### config.mk
export PLATFORM = sky130hd
export DESIGN_NAME = one_wire_bus_master_flat
export DESIGN_NICKNAME = d
export VERILOG_FILES = /design/src/rtl/owm_pkg.sv /design/src/rtl/owm_cmd_if.sv /design/src/rtl/owm_res_if.sv /design/src/rtl/owm_cfg_regs.sv /design/src/rtl/one_wire_bus_master.sv /design/src/flat_wrapper.sv
export SDC_FILE = /design/constraint.sdc
export NUM_CORES = 1
export LEC_CHECK = 0
export ABC_AREA = 1
export BUFFER_PORTS_ARGS = -buffer_cell sky130_fd_sc_hd__clkbuf_2
export CORE_AREA = 8 8 131 133
export DETAILED_ROUTE_END_ITERATION = 10
export DIE_AREA = 0 0 139 141
export HOLD_SLACK_MARGIN = 0.05
export PLACE_DENSITY = 0.78
export SLEW_MARGIN = 20
export SYNTH_ARGS = -nofsm -noshare
export SYNTH_HDL_FRONTEND = slang
export SYNTH_SLANG_ARGS = --single-unit
### constraint.sdc
create_clock -name clk -period 20.3 [get_ports clk]
set_clock_uncertainty 0.15 [all_clocks]
set_input_delay 4.06 -clock clk [delete_from_list [all_inputs] [get_ports clk]]
set_output_delay 4.06 -clock clk [all_outputs]
set_load 0.05 [all_outputs]
### src/rtl/owm_pkg.sv
// ----------------------------------------------------------------------------
// owm_pkg
// Shared types and constants of the one-wire bus master: command codes,
// configuration register map, reset values and fixed slot timings.
// ----------------------------------------------------------------------------
package owm_pkg;

    localparam int CFG_COUNT = 8;
    localparam int CFG_IDX_W = $clog2(CFG_COUNT);
    localparam int TICK_W    = 10;

    // Longest chain of zero-length phases that one request can pass through.
    localparam int SETTLE_STEPS = 4;

    typedef enum logic [1:0] {
        OP_TICK  = 2'd0,
        OP_RESET = 2'd1,
        OP_WRITE = 2'd2,
        OP_READ  = 2'd3
    } op_t;

    typedef enum logic [CFG_IDX_W-1:0] {
        CFG_PREAMBLE      = 3'd0,
        CFG_RESET_LOW     = 3'd1,
        CFG_PRESENCE_WAIT = 3'd2,
        CFG_RESET_TAIL    = 3'd3,
        CFG_WRITE_ONE_LOW = 3'd4,
        CFG_WRITE_ZERO_LOW= 3'd5,
        CFG_READ_LOW      = 3'd6,
        CFG_READ_SAMPLE   = 3'd7
    } cfg_idx_t;

    typedef struct packed {
        logic [TICK_W-1:0] preamble_ticks;
        logic [TICK_W-1:0] reset_low_ticks;
        logic [TICK_W-1:0] presence_wait_ticks;
        logic [TICK_W-1:0] reset_tail_ticks;
        logic [TICK_W-1:0] write_one_low_ticks;
        logic [TICK_W-1:0] write_zero_low_ticks;
        logic [TICK_W-1:0] read_low_ticks;
        logic [TICK_W-1:0] read_sample_ticks;
    } cfg_t;

    localparam cfg_t CFG_RESET_VALUE = '{
        preamble_ticks:       10'd10,
        reset_low_ticks:      10'd520,
        presence_wait_ticks:  10'd57,
        reset_tail_ticks:     10'd200,
        write_one_low_ticks:  10'd6,
        write_zero_low_ticks: 10'd60,
        read_low_ticks:       10'd2,
        read_sample_ticks:    10'd8
    };

    localparam logic [TICK_W-1:0] WRITE_ONE_RECOVER  = 10'd55;
    localparam logic [TICK_W-1:0] WRITE_ZERO_RECOVER = 10'd5;
    localparam logic [TICK_W-1:0] READ_SLOT_TAIL     = 10'd55;

endpackage

### src/rtl/owm_cmd_if.sv
// ----------------------------------------------------------------------------
// owm_cmd_if
// Request channel of the one-wire bus master: tick or command plus bus level.
// ----------------------------------------------------------------------------
interface owm_cmd_if;
    logic       valid;
    logic       ready;
    logic [1:0] op;
    logic [7:0] write_data;
    logic       line_level;

    modport source (output valid, output op, output write_data, output line_level,
                    input ready);
    modport sink   (input valid, input op, input write_data, input line_level,
                    output ready);
endinterface

### src/rtl/owm_res_if.sv
// ----------------------------------------------------------------------------
// owm_res_if
// Result channel of the one-wire bus master: one result per request.
// ----------------------------------------------------------------------------
interface owm_res_if;
    logic       valid;
    logic       ready;
    logic       drive_low;
    logic       busy_res;
    logic       done_res;
    logic       presence;
    logic [7:0] read_data;
    logic       rejected;

    modport source (output valid, output drive_low, output busy_res, output done_res,
                    output presence, output read_data, output rejected, input ready);
    modport sink   (input valid, input drive_low, input busy_res, input done_res,
                    input presence, input read_data, input rejected, output ready);
endinterface

### src/rtl/owm_cfg_regs.sv
// ----------------------------------------------------------------------------
// owm_cfg_regs
// Timing register file of the one-wire bus master, written through a plain
// write port and presented as one structure.
// ----------------------------------------------------------------------------
module owm_cfg_regs (
    input  logic                          clk,
    input  logic                          rst_n,
    input  logic                          cfg_we,
    input  logic [owm_pkg::CFG_IDX_W-1:0] cfg_index,
    input  logic [owm_pkg::TICK_W-1:0]    cfg_wdata,
    output owm_pkg::cfg_t                 cfg
);
    import owm_pkg::*;

    cfg_t cfg_reg;
    cfg_t cfg_next;

    always_comb
    begin
        cfg_next = cfg_reg;
        if (cfg_we)
        begin
            case (cfg_idx_t'(cfg_index))
                CFG_PREAMBLE:       cfg_next.preamble_ticks       = cfg_wdata;
                CFG_RESET_LOW:      cfg_next.reset_low_ticks      = cfg_wdata;
                CFG_PRESENCE_WAIT:  cfg_next.presence_wait_ticks  = cfg_wdata;
                CFG_RESET_TAIL:     cfg_next.reset_tail_ticks     = cfg_wdata;
                CFG_WRITE_ONE_LOW:  cfg_next.write_one_low_ticks  = cfg_wdata;
                CFG_WRITE_ZERO_LOW: cfg_next.write_zero_low_ticks = cfg_wdata;
                CFG_READ_LOW:       cfg_next.read_low_ticks       = cfg_wdata;
                CFG_READ_SAMPLE:    cfg_next.read_sample_ticks    = cfg_wdata;
                default:            cfg_next = cfg_reg;
            endcase
        end
    end

    always_ff @(posedge clk or negedge rst_n)
    begin
        if (!rst_n)
        begin
            cfg_reg <= CFG_RESET_VALUE;
        end
        else
        begin
            cfg_reg <= cfg_next;
        end
    end

    assign cfg = cfg_reg;

endmodule

### src/rtl/one_wire_bus_master.sv
// ----------------------------------------------------------------------------
// one_wire_bus_master
// One-wire bus master sequencer driven by microsecond ticks and commands.
// ----------------------------------------------------------------------------
// Each request (a tick or a reset, write-byte or read-byte command) yields
// exactly one result, presented the cycle after it is taken. A new request is
// taken in every cycle in which the result register is empty or its result is
// being taken, so the sustained rate is one request per clock; the limit is the
// single result register and the phase update that resolves any run of
// zero-length phases within the same cycle. Timing registers should be written
// while no operation is in progress.
module one_wire_bus_master (
    input  logic                          clk,
    input  logic                          rst_n,
    input  logic                          cfg_we,
    input  logic [owm_pkg::CFG_IDX_W-1:0] cfg_index,
    input  logic [owm_pkg::TICK_W-1:0]    cfg_wdata,
    owm_cmd_if.sink                       cmd,
    owm_res_if.source                     res
);
    import owm_pkg::*;

    typedef enum logic [3:0] {
        PH_IDLE,
        PH_PRE,
        PH_RST_LOW,
        PH_RST_WAIT,
        PH_RST_TAIL,
        PH_WR_LOW,
        PH_WR_REC,
        PH_RD_LOW,
        PH_RD_WAIT,
        PH_RD_TAIL
    } phase_t;

    typedef struct packed {
        phase_t     ph;
        logic [2:0] bit_idx;
        logic [7:0] shift;
        logic       pres;
    } walk_t;

    typedef struct packed {
        logic       drive_low;
        logic       busy_res;
        logic       done_res;
        logic       presence;
        logic [7:0] read_data;
        logic       rejected;
    } res_t;

    cfg_t cfg;

    owm_cfg_regs u_cfg_regs (
        .clk       (clk),
        .rst_n     (rst_n),
        .cfg_we    (cfg_we),
        .cfg_index (cfg_index),
        .cfg_wdata (cfg_wdata),
        .cfg       (cfg)
    );

    phase_t            phase_reg,   phase_next;
    logic [TICK_W-1:0] count_reg,   count_next;
    logic [2:0]        bit_reg,     bit_next;
    logic [7:0]        shift_reg,   shift_next;
    op_t               cur_op_reg,  cur_op_next;
    logic              pres_reg,    pres_next;
    logic              valid_reg,   valid_next;
    res_t              res_reg,     res_next;

    logic accept;

    function automatic logic [TICK_W-1:0] phase_len(phase_t p, logic obit, cfg_t c);
        case (p)
            PH_PRE:      return c.preamble_ticks;
            PH_RST_LOW:  return c.reset_low_ticks;
            PH_RST_WAIT: return c.presence_wait_ticks;
            PH_RST_TAIL: return c.reset_tail_ticks;
            PH_WR_LOW:   return obit ? c.write_one_low_ticks : c.write_zero_low_ticks;
            PH_WR_REC:   return obit ? WRITE_ONE_RECOVER : WRITE_ZERO_RECOVER;
            PH_RD_LOW:   return c.read_low_ticks;
            PH_RD_WAIT:  return c.read_sample_ticks;
            PH_RD_TAIL:  return READ_SLOT_TAIL;
            default:     return '0;
        endcase
    endfunction

    function automatic logic is_low(phase_t p);
        return (p == PH_RST_LOW) || (p == PH_WR_LOW) || (p == PH_RD_LOW);
    endfunction

    // Action taken when a phase runs out: next phase plus sampled data.
    function automatic walk_t finish(walk_t w, op_t cop, logic line);
        walk_t r;
        r = w;
        case (w.ph)
            PH_PRE:
            begin
                case (cop)
                    OP_RESET: r.ph = PH_RST_LOW;
                    OP_WRITE: r.ph = PH_WR_LOW;
                    OP_READ:  r.ph = PH_RD_LOW;
                    default:  r.ph = PH_IDLE;
                endcase
            end
            PH_RST_LOW:  r.ph = PH_RST_WAIT;
            PH_RST_WAIT:
            begin
                r.pres = ~line;
                r.ph   = PH_RST_TAIL;
            end
            PH_WR_LOW:   r.ph = PH_WR_REC;
            PH_WR_REC:
            begin
                if (w.bit_idx == 3'd7)
                begin
                    r.ph = PH_IDLE;
                end
                else
                begin
                    r.bit_idx = w.bit_idx + 3'd1;
                    r.ph      = PH_WR_LOW;
                end
            end
            PH_RD_LOW:   r.ph = PH_RD_WAIT;
            PH_RD_WAIT:
            begin
                r.shift = {line, w.shift[7:1]};
                r.ph    = PH_RD_TAIL;
            end
            PH_RD_TAIL:
            begin
                if (w.bit_idx == 3'd7)
                begin
                    r.ph = PH_IDLE;
                end
                else
                begin
                    r.bit_idx = w.bit_idx + 3'd1;
                    r.ph      = PH_RD_LOW;
                end
            end
            default:     r.ph = PH_IDLE;
        endcase
        return r;
    endfunction

    assign accept    = cmd.valid && cmd.ready;
    assign cmd.ready = !valid_reg || res.ready;

    always_comb
    begin
        walk_t w;
        logic  settle;
        op_t   op_in;

        op_in       = op_t'(cmd.op);
        w.ph        = phase_reg;
        w.bit_idx   = bit_reg;
        w.shift     = shift_reg;
        w.pres      = pres_reg;
        count_next  = count_reg;
        cur_op_next = cur_op_reg;
        settle      = 1'b0;
        res_next    = '0;

        if (op_in != OP_TICK)
        begin
            if (phase_reg != PH_IDLE)
            begin
                res_next.rejected  = 1'b1;
                res_next.drive_low = is_low(phase_reg);
            end
            else
            begin
                cur_op_next = op_in;
                w.bit_idx   = 3'd0;
                w.shift     = (op_in == OP_WRITE) ? cmd.write_data : 8'd0;
                w.pres      = 1'b0;
                w.ph        = PH_PRE;
                count_next  = '0;
                settle      = 1'b1;
            end
        end
        else if (phase_reg != PH_IDLE)
        begin
            res_next.drive_low = is_low(phase_reg);
            count_next = count_reg + 10'd1;
            if (count_next >= phase_len(phase_reg, shift_reg[bit_reg], cfg))
            begin
                w          = finish(w, cur_op_next, cmd.line_level);
                count_next = '0;
                settle     = 1'b1;
            end
        end

        // A phase of zero length ends on entry, sampling this request's line level.
        if (settle)
        begin
            for (int i = 0; i < SETTLE_STEPS; i++)
            begin
                if ((w.ph != PH_IDLE) && (phase_len(w.ph, w.shift[w.bit_idx], cfg) == '0))
                begin
                    w = finish(w, cur_op_next, cmd.line_level);
                end
            end
        end

        phase_next = w.ph;
        bit_next   = w.bit_idx;
        shift_next = w.shift;
        pres_next  = w.pres;

        res_next.busy_res  = (w.ph != PH_IDLE);
        res_next.done_res  = settle && (w.ph == PH_IDLE);
        res_next.presence  = res_next.done_res && (cur_op_next == OP_RESET) && w.pres;
        res_next.read_data = (res_next.done_res && (cur_op_next == OP_READ)) ? w.shift
                                                                              : 8'd0;
    end

    always_comb
    begin
        valid_next = valid_reg;
        if (accept)
        begin
            valid_next = 1'b1;
        end
        else if (res.ready)
        begin
            valid_next = 1'b0;
        end
    end

    always_ff @(posedge clk or negedge rst_n)
    begin
        if (!rst_n)
        begin
            phase_reg  <= PH_IDLE;
            count_reg  <= '0;
            bit_reg    <= 3'd0;
            shift_reg  <= 8'd0;
            cur_op_reg <= OP_TICK;
            pres_reg   <= 1'b0;
            valid_reg  <= 1'b0;
        end
        else
        begin
            valid_reg <= valid_next;
            if (accept)
            begin
                phase_reg  <= phase_next;
                count_reg  <= count_next;
                bit_reg    <= bit_next;
                shift_reg  <= shift_next;
                cur_op_reg <= cur_op_next;
                pres_reg   <= pres_next;
            end
        end
    end

    always_ff @(posedge clk)
    begin
        if (accept)
        begin
            res_reg <= res_next;
        end
    end

    assign res.valid     = valid_reg;
    assign res.drive_low = res_reg.drive_low;
    assign res.busy_res  = res_reg.busy_res;
    assign res.done_res  = res_reg.done_res;
    assign res.presence  = res_reg.presence;
    assign res.read_data = res_reg.read_data;
    assign res.rejected  = res_reg.rejected;

    // A completed operation leaves the sequencer idle.
    a_done_not_busy: assert property (@(posedge clk) disable iff (!rst_n)
        (valid_reg && res_reg.done_res) |-> !res_reg.busy_res)
        else $error("done result reports busy");

    // A rejected command never completes an operation.
    a_reject_not_done: assert property (@(posedge clk) disable iff (!rst_n)
        (valid_reg && res_reg.rejected) |-> (!res_reg.done_res && res_reg.busy_res))
        else $error("rejected command completed or found bus idle");

    // The tick counter is cleared whenever the sequencer is idle.
    a_idle_count_clear: assert property (@(posedge clk) disable iff (!rst_n)
        (phase_reg == PH_IDLE) |-> (count_reg == '0))
        else $error("tick counter nonzero while idle");

    // A tick taken while idle yields an all-zero result.
    a_idle_tick_quiet: assert property (@(posedge clk) disable iff (!rst_n)
        (accept && (cmd.op == OP_TICK) && (phase_reg == PH_IDLE))
        |=> (valid_reg && (res_reg == '0)))
        else $error("idle tick produced a nonzero result");

endmodule

### src/flat_wrapper.sv
// flat-port wrapper written by rule: the top's interface ports become plain ports
module one_wire_bus_master_flat import owm_pkg::*;
  (clk, rst_n, cfg_we, cfg_index, cfg_wdata, cmd_valid, cmd_op, cmd_write_data, cmd_line_level, cmd_ready, res_valid, res_drive_low, res_busy_res, res_done_res, res_presence, res_read_data, res_rejected, res_ready);
  owm_cmd_if cmd_i ();
  owm_res_if res_i ();
  input  logic clk;
  input  logic rst_n;
  input  logic cfg_we;
  input  logic [owm_pkg::CFG_IDX_W-1:0] cfg_index;
  input  logic [owm_pkg::TICK_W-1:0] cfg_wdata;
  input wire logic [$bits(cmd_i.valid)-1:0] cmd_valid;
  input wire logic [$bits(cmd_i.op)-1:0] cmd_op;
  input wire logic [$bits(cmd_i.write_data)-1:0] cmd_write_data;
  input wire logic [$bits(cmd_i.line_level)-1:0] cmd_line_level;
  output wire logic [$bits(cmd_i.ready)-1:0] cmd_ready;
  output wire logic [$bits(res_i.valid)-1:0] res_valid;
  output wire logic [$bits(res_i.drive_low)-1:0] res_drive_low;
  output wire logic [$bits(res_i.busy_res)-1:0] res_busy_res;
  output wire logic [$bits(res_i.done_res)-1:0] res_done_res;
  output wire logic [$bits(res_i.presence)-1:0] res_presence;
  output wire logic [$bits(res_i.read_data)-1:0] res_read_data;
  output wire logic [$bits(res_i.rejected)-1:0] res_rejected;
  input wire logic [$bits(res_i.ready)-1:0] res_ready;
  assign cmd_i.valid = cmd_valid;
  assign cmd_i.op = cmd_op;
  assign cmd_i.write_data = cmd_write_data;
  assign cmd_i.line_level = cmd_line_level;
  assign cmd_ready = cmd_i.ready;
  assign res_valid = res_i.valid;
  assign res_drive_low = res_i.drive_low;
  assign res_busy_res = res_i.busy_res;
  assign res_done_res = res_i.done_res;
  assign res_presence = res_i.presence;
  assign res_read_data = res_i.read_data;
  assign res_rejected = res_i.rejected;
  assign res_i.ready = res_ready;
  one_wire_bus_master u_core (.clk(clk), .rst_n(rst_n), .cfg_we(cfg_we), .cfg_index(cfg_index), .cfg_wdata(cfg_wdata), .cmd(cmd_i), .res(res_i));
endmodule
==> results.json <==
{
  "drt-total-wl_mm": 28.8,
  "syn_area_per_cell_um2": 6.71,
  "fin_setup_tns_ns": 0,
  "cp.arrival_ns": 10.11,
  "ys.flop_type": "dfrtp_1",
  "cts.sinks": 122,
  "crit_family": "simple AND/OR/NAND/NOR gates",
  "synthTopCellsByArea": "dfrtp_1, nand2_1, o21ai_0",
  "worst_slew_margin_rel_pct": 33.0,
  "diodes": 0,
  "finalHoldViolCount": 0,
  "chipWidth_um": 139,
  "min_period_ns": 9.97,
  "stdcell_area_um2": 9800,
  "grt_pass1_vias": 8700,
  "ant_nets": 0,
  "placed_area_um2": 9230,
  "crit_fanout": 17,
  "clock.fmax_ghz": 0.100,
  "numCtsBuffers": 17,
  "synth_seq_area_share_pct": 35.2,
  "cpMaxStageDelayCell": "o22ai_1",
  "syn_nets": 1373,
  "pin_count": 44,
  "cts_root_buf": "clkbuf_16",
  "cts_tree": "built",
  "drc": 0,
  "min_from": "u_core.u_cfg_regs.cfg[47]",
  "async_reset_ff_share_pct": 89.3,
  "core_area_um2": 15000,
  "grt_util_met1_pct": 35.6,
  "fin_crit_sh_pct": 49.1,
  "rows": 45,
  "netlist_instances": 1330,
  "grt.met3_usage_pct": 6.55,
  "placed_cells": 1527,
  "synth_edf_count": 13,
  "grt_first_pass_wirelength_mm": 46.0,
  "slew_violations": 0,
  "vias": 9455,
  "syn2layout_area_growth_pct": 9.86,
  "insertion_delay_ns": 0.44,
  "rsz0062_at_grt": "false",
  "htreeDepth": 4,
  "crit_cells": 42,
  "post_drt_wl_per_cell_um": 18.5,
  "slowest_delay_ns": 0.57,
  "holdPathStages": 2,
  "rr_endpoint": "u_core.res.read_data[6]",
  "grt-ovfl-total": 0,
  "path_clk_slew_ns": 0.06,
  "post_cts_resized": 0,
  "outcome": "complete, no violations",
  "cts_buffer_depth": 2,
  "rrSetupSlack_ns": 10.55,
  "ys_ff_latch": 122,
  "crit_buf_inv": 5,
  "finalWeightedCongestion": 0.986,
  "hp-class": "reg2reg",
  "min_to": "u_core.u_cfg_regs.cfg[47]",
  "worst-slew-pin-transition_ns": 0.996,
  "hpwl_mm": 21.6,
  "start_util_pct": 59.6,
  "cp_common_cell": "nand2_1",
  "largest_register_ffs": 80,
  "top_usage_layer": "met2",
  "ys_warn_count": 0,
  "reg2reg_depth": 58,
  "die_area_um2": 19600,
  "whs_ns": 0.341,
  "worstSetupPathType": "in2reg",
  "cts_setup_buffers": 0,
  "reg2reg_from": "u_core.bit_reg[0]",
  "setup_viol": 0,
  "yosys.area.top_type": "dfrtp_1",
  "startpoint_type": "primary input",
  "dr.pass1.iters": 8,
  "drt_iter0_markers": 1199,
  "synth_cell_types": 45,
  "stdcell_count": 1559,
  "cp.required_ns": 20.45,
  "maxCapViolations": 0,
  "io_buffers": 43,
  "nFillCells": 1341,
  "track_usage_pct": 29.4,
  "crit_path_end_kind": "register",
  "synth.top_cell.area_share_pct": 25.2,
  "syn-cell-area_um2": 8920,
  "nets": 1401,
  "drive_gt1_share_pct": 13.1,
  "cts_hold_buf": 0,
  "antenna_found_initial": 0,
  "routed_via_density": 6.06,
  "grt_max_degree": 66,
  "die_h_um": 141,
  "grt_util_met2_pct": 47.9
}
how the worst max path moves through the flow:
stage,to,slack [ns],startpoint
detailed placement,u_core.res.read_data[6],10.12,cmd_op[0]
finish,u_core.res.read_data[6],10.33,cmd_op[0]
CTS,u_core.res.read_data[6],10.49,cmd_op[0]
global placement,u_core.res.read_data[7],10.33,cmd_op[0]
floorplan,cmd_ready,11.65,res_ready
global route,u_core.res.read_data[5],9.61,u_core.bit_reg[0]
stage by stage:
stage / setup slack [ns] / util [%]
after floorplan: 11.65 / -
after global placement: 10.33 / 61.6
after detailed placement: 10.12 / 61.6
after CTS: 10.49 / 65.4
after global routing: 9.61 / 65.4
final: 10.33 / 65.4
cell usage after synthesis, types with 15 or more instances:
master / instances
nand2_1: 377
inv_1: 169
o21ai_0: 157
nor2_1: 92
dfrtp_1: 90
nand3_1: 85
nand4_1: 59
a21oi_1: 44
clkbuf_1: 27
nor2_2: 26
dfstp_2: 19
o22ai_1: 18
nand2_2: 16
inv_2: 15
cell families after synthesis:
group                    synth area share [%]
AO/OA/AOI/OAI                            16.2
flip-flops                               35.2
buffers and inverters                    9.75
AND/OR/NAND/NOR                          36.2
adder cells (fa/ha/maj)                  1.96
XOR/XNOR                                0.687
worst register-to-register path, delay by kind of cell (launching register included):
kind | cells | cell delay, ns
AND/OR/NAND/NOR | 44 | 6.60
adder cells (fa/ha/maj) | 1 | 0.24
AO/OA/AOI/OAI | 6 | 1.35
buffers and inverters | 7 | 0.80
flip-flops | 1 | 0.47
cell usage in the layout, fill, tap and decap left out, types with 3 or more instances in the layout:
cell	count
a211oi_1	3
a21oi_1	44
a221oi_1	6
buf_4	3
clkbuf_16	18
clkbuf_2	42
clkinv_1	4
clkinv_4	3
clkinvlp_4	4
dfrtp_1	90
dfstp_2	19
edfxtp_1	13
ha_1	14
inv_1	169
inv_2	15
inv_6	3
nand2_1	377
nand2_2	16
nand2_4	4
nand3_1	85
nand3_2	9
nand3b_1	5
nand4_1	59
nand4_2	3
nor2_1	92
nor2_2	26
nor2_4	6
nor3_1	8
nor4_1	6
o2111ai_1	3
o211ai_1	13
o21ai_0	157
o21ai_1	7
o22ai_1	18
xor2_1	7
per-layer routing:
| metal | part of all wire (%) | routed length, um |
|---|---|---|
| met4 | 5.2 | 1500 |
| met2 | 46 | 13200 |
| met1 | 40 | 11500 |
| met5 | 0 | 0 |
| met3 | 9.0 | 2590 |
final cells by class:
type                            instances  area, um^2  share of cell area [%]
Timing Repair Buffer                   45         233                    2.37
Multi-Input combinational cell        984        4920                    50.2
Sequential cell                       122        3140                    32.1
Inverter                              188         706                    7.20
Clock inverter                         13         110                    1.12
Clock buffer                           19         454                    4.63
Tap cell                              188         235                    2.40
Power is left out: the tool's default activity adds up to more than one toggle a clock period on the data nets, which glitch-free logic cannot reach.
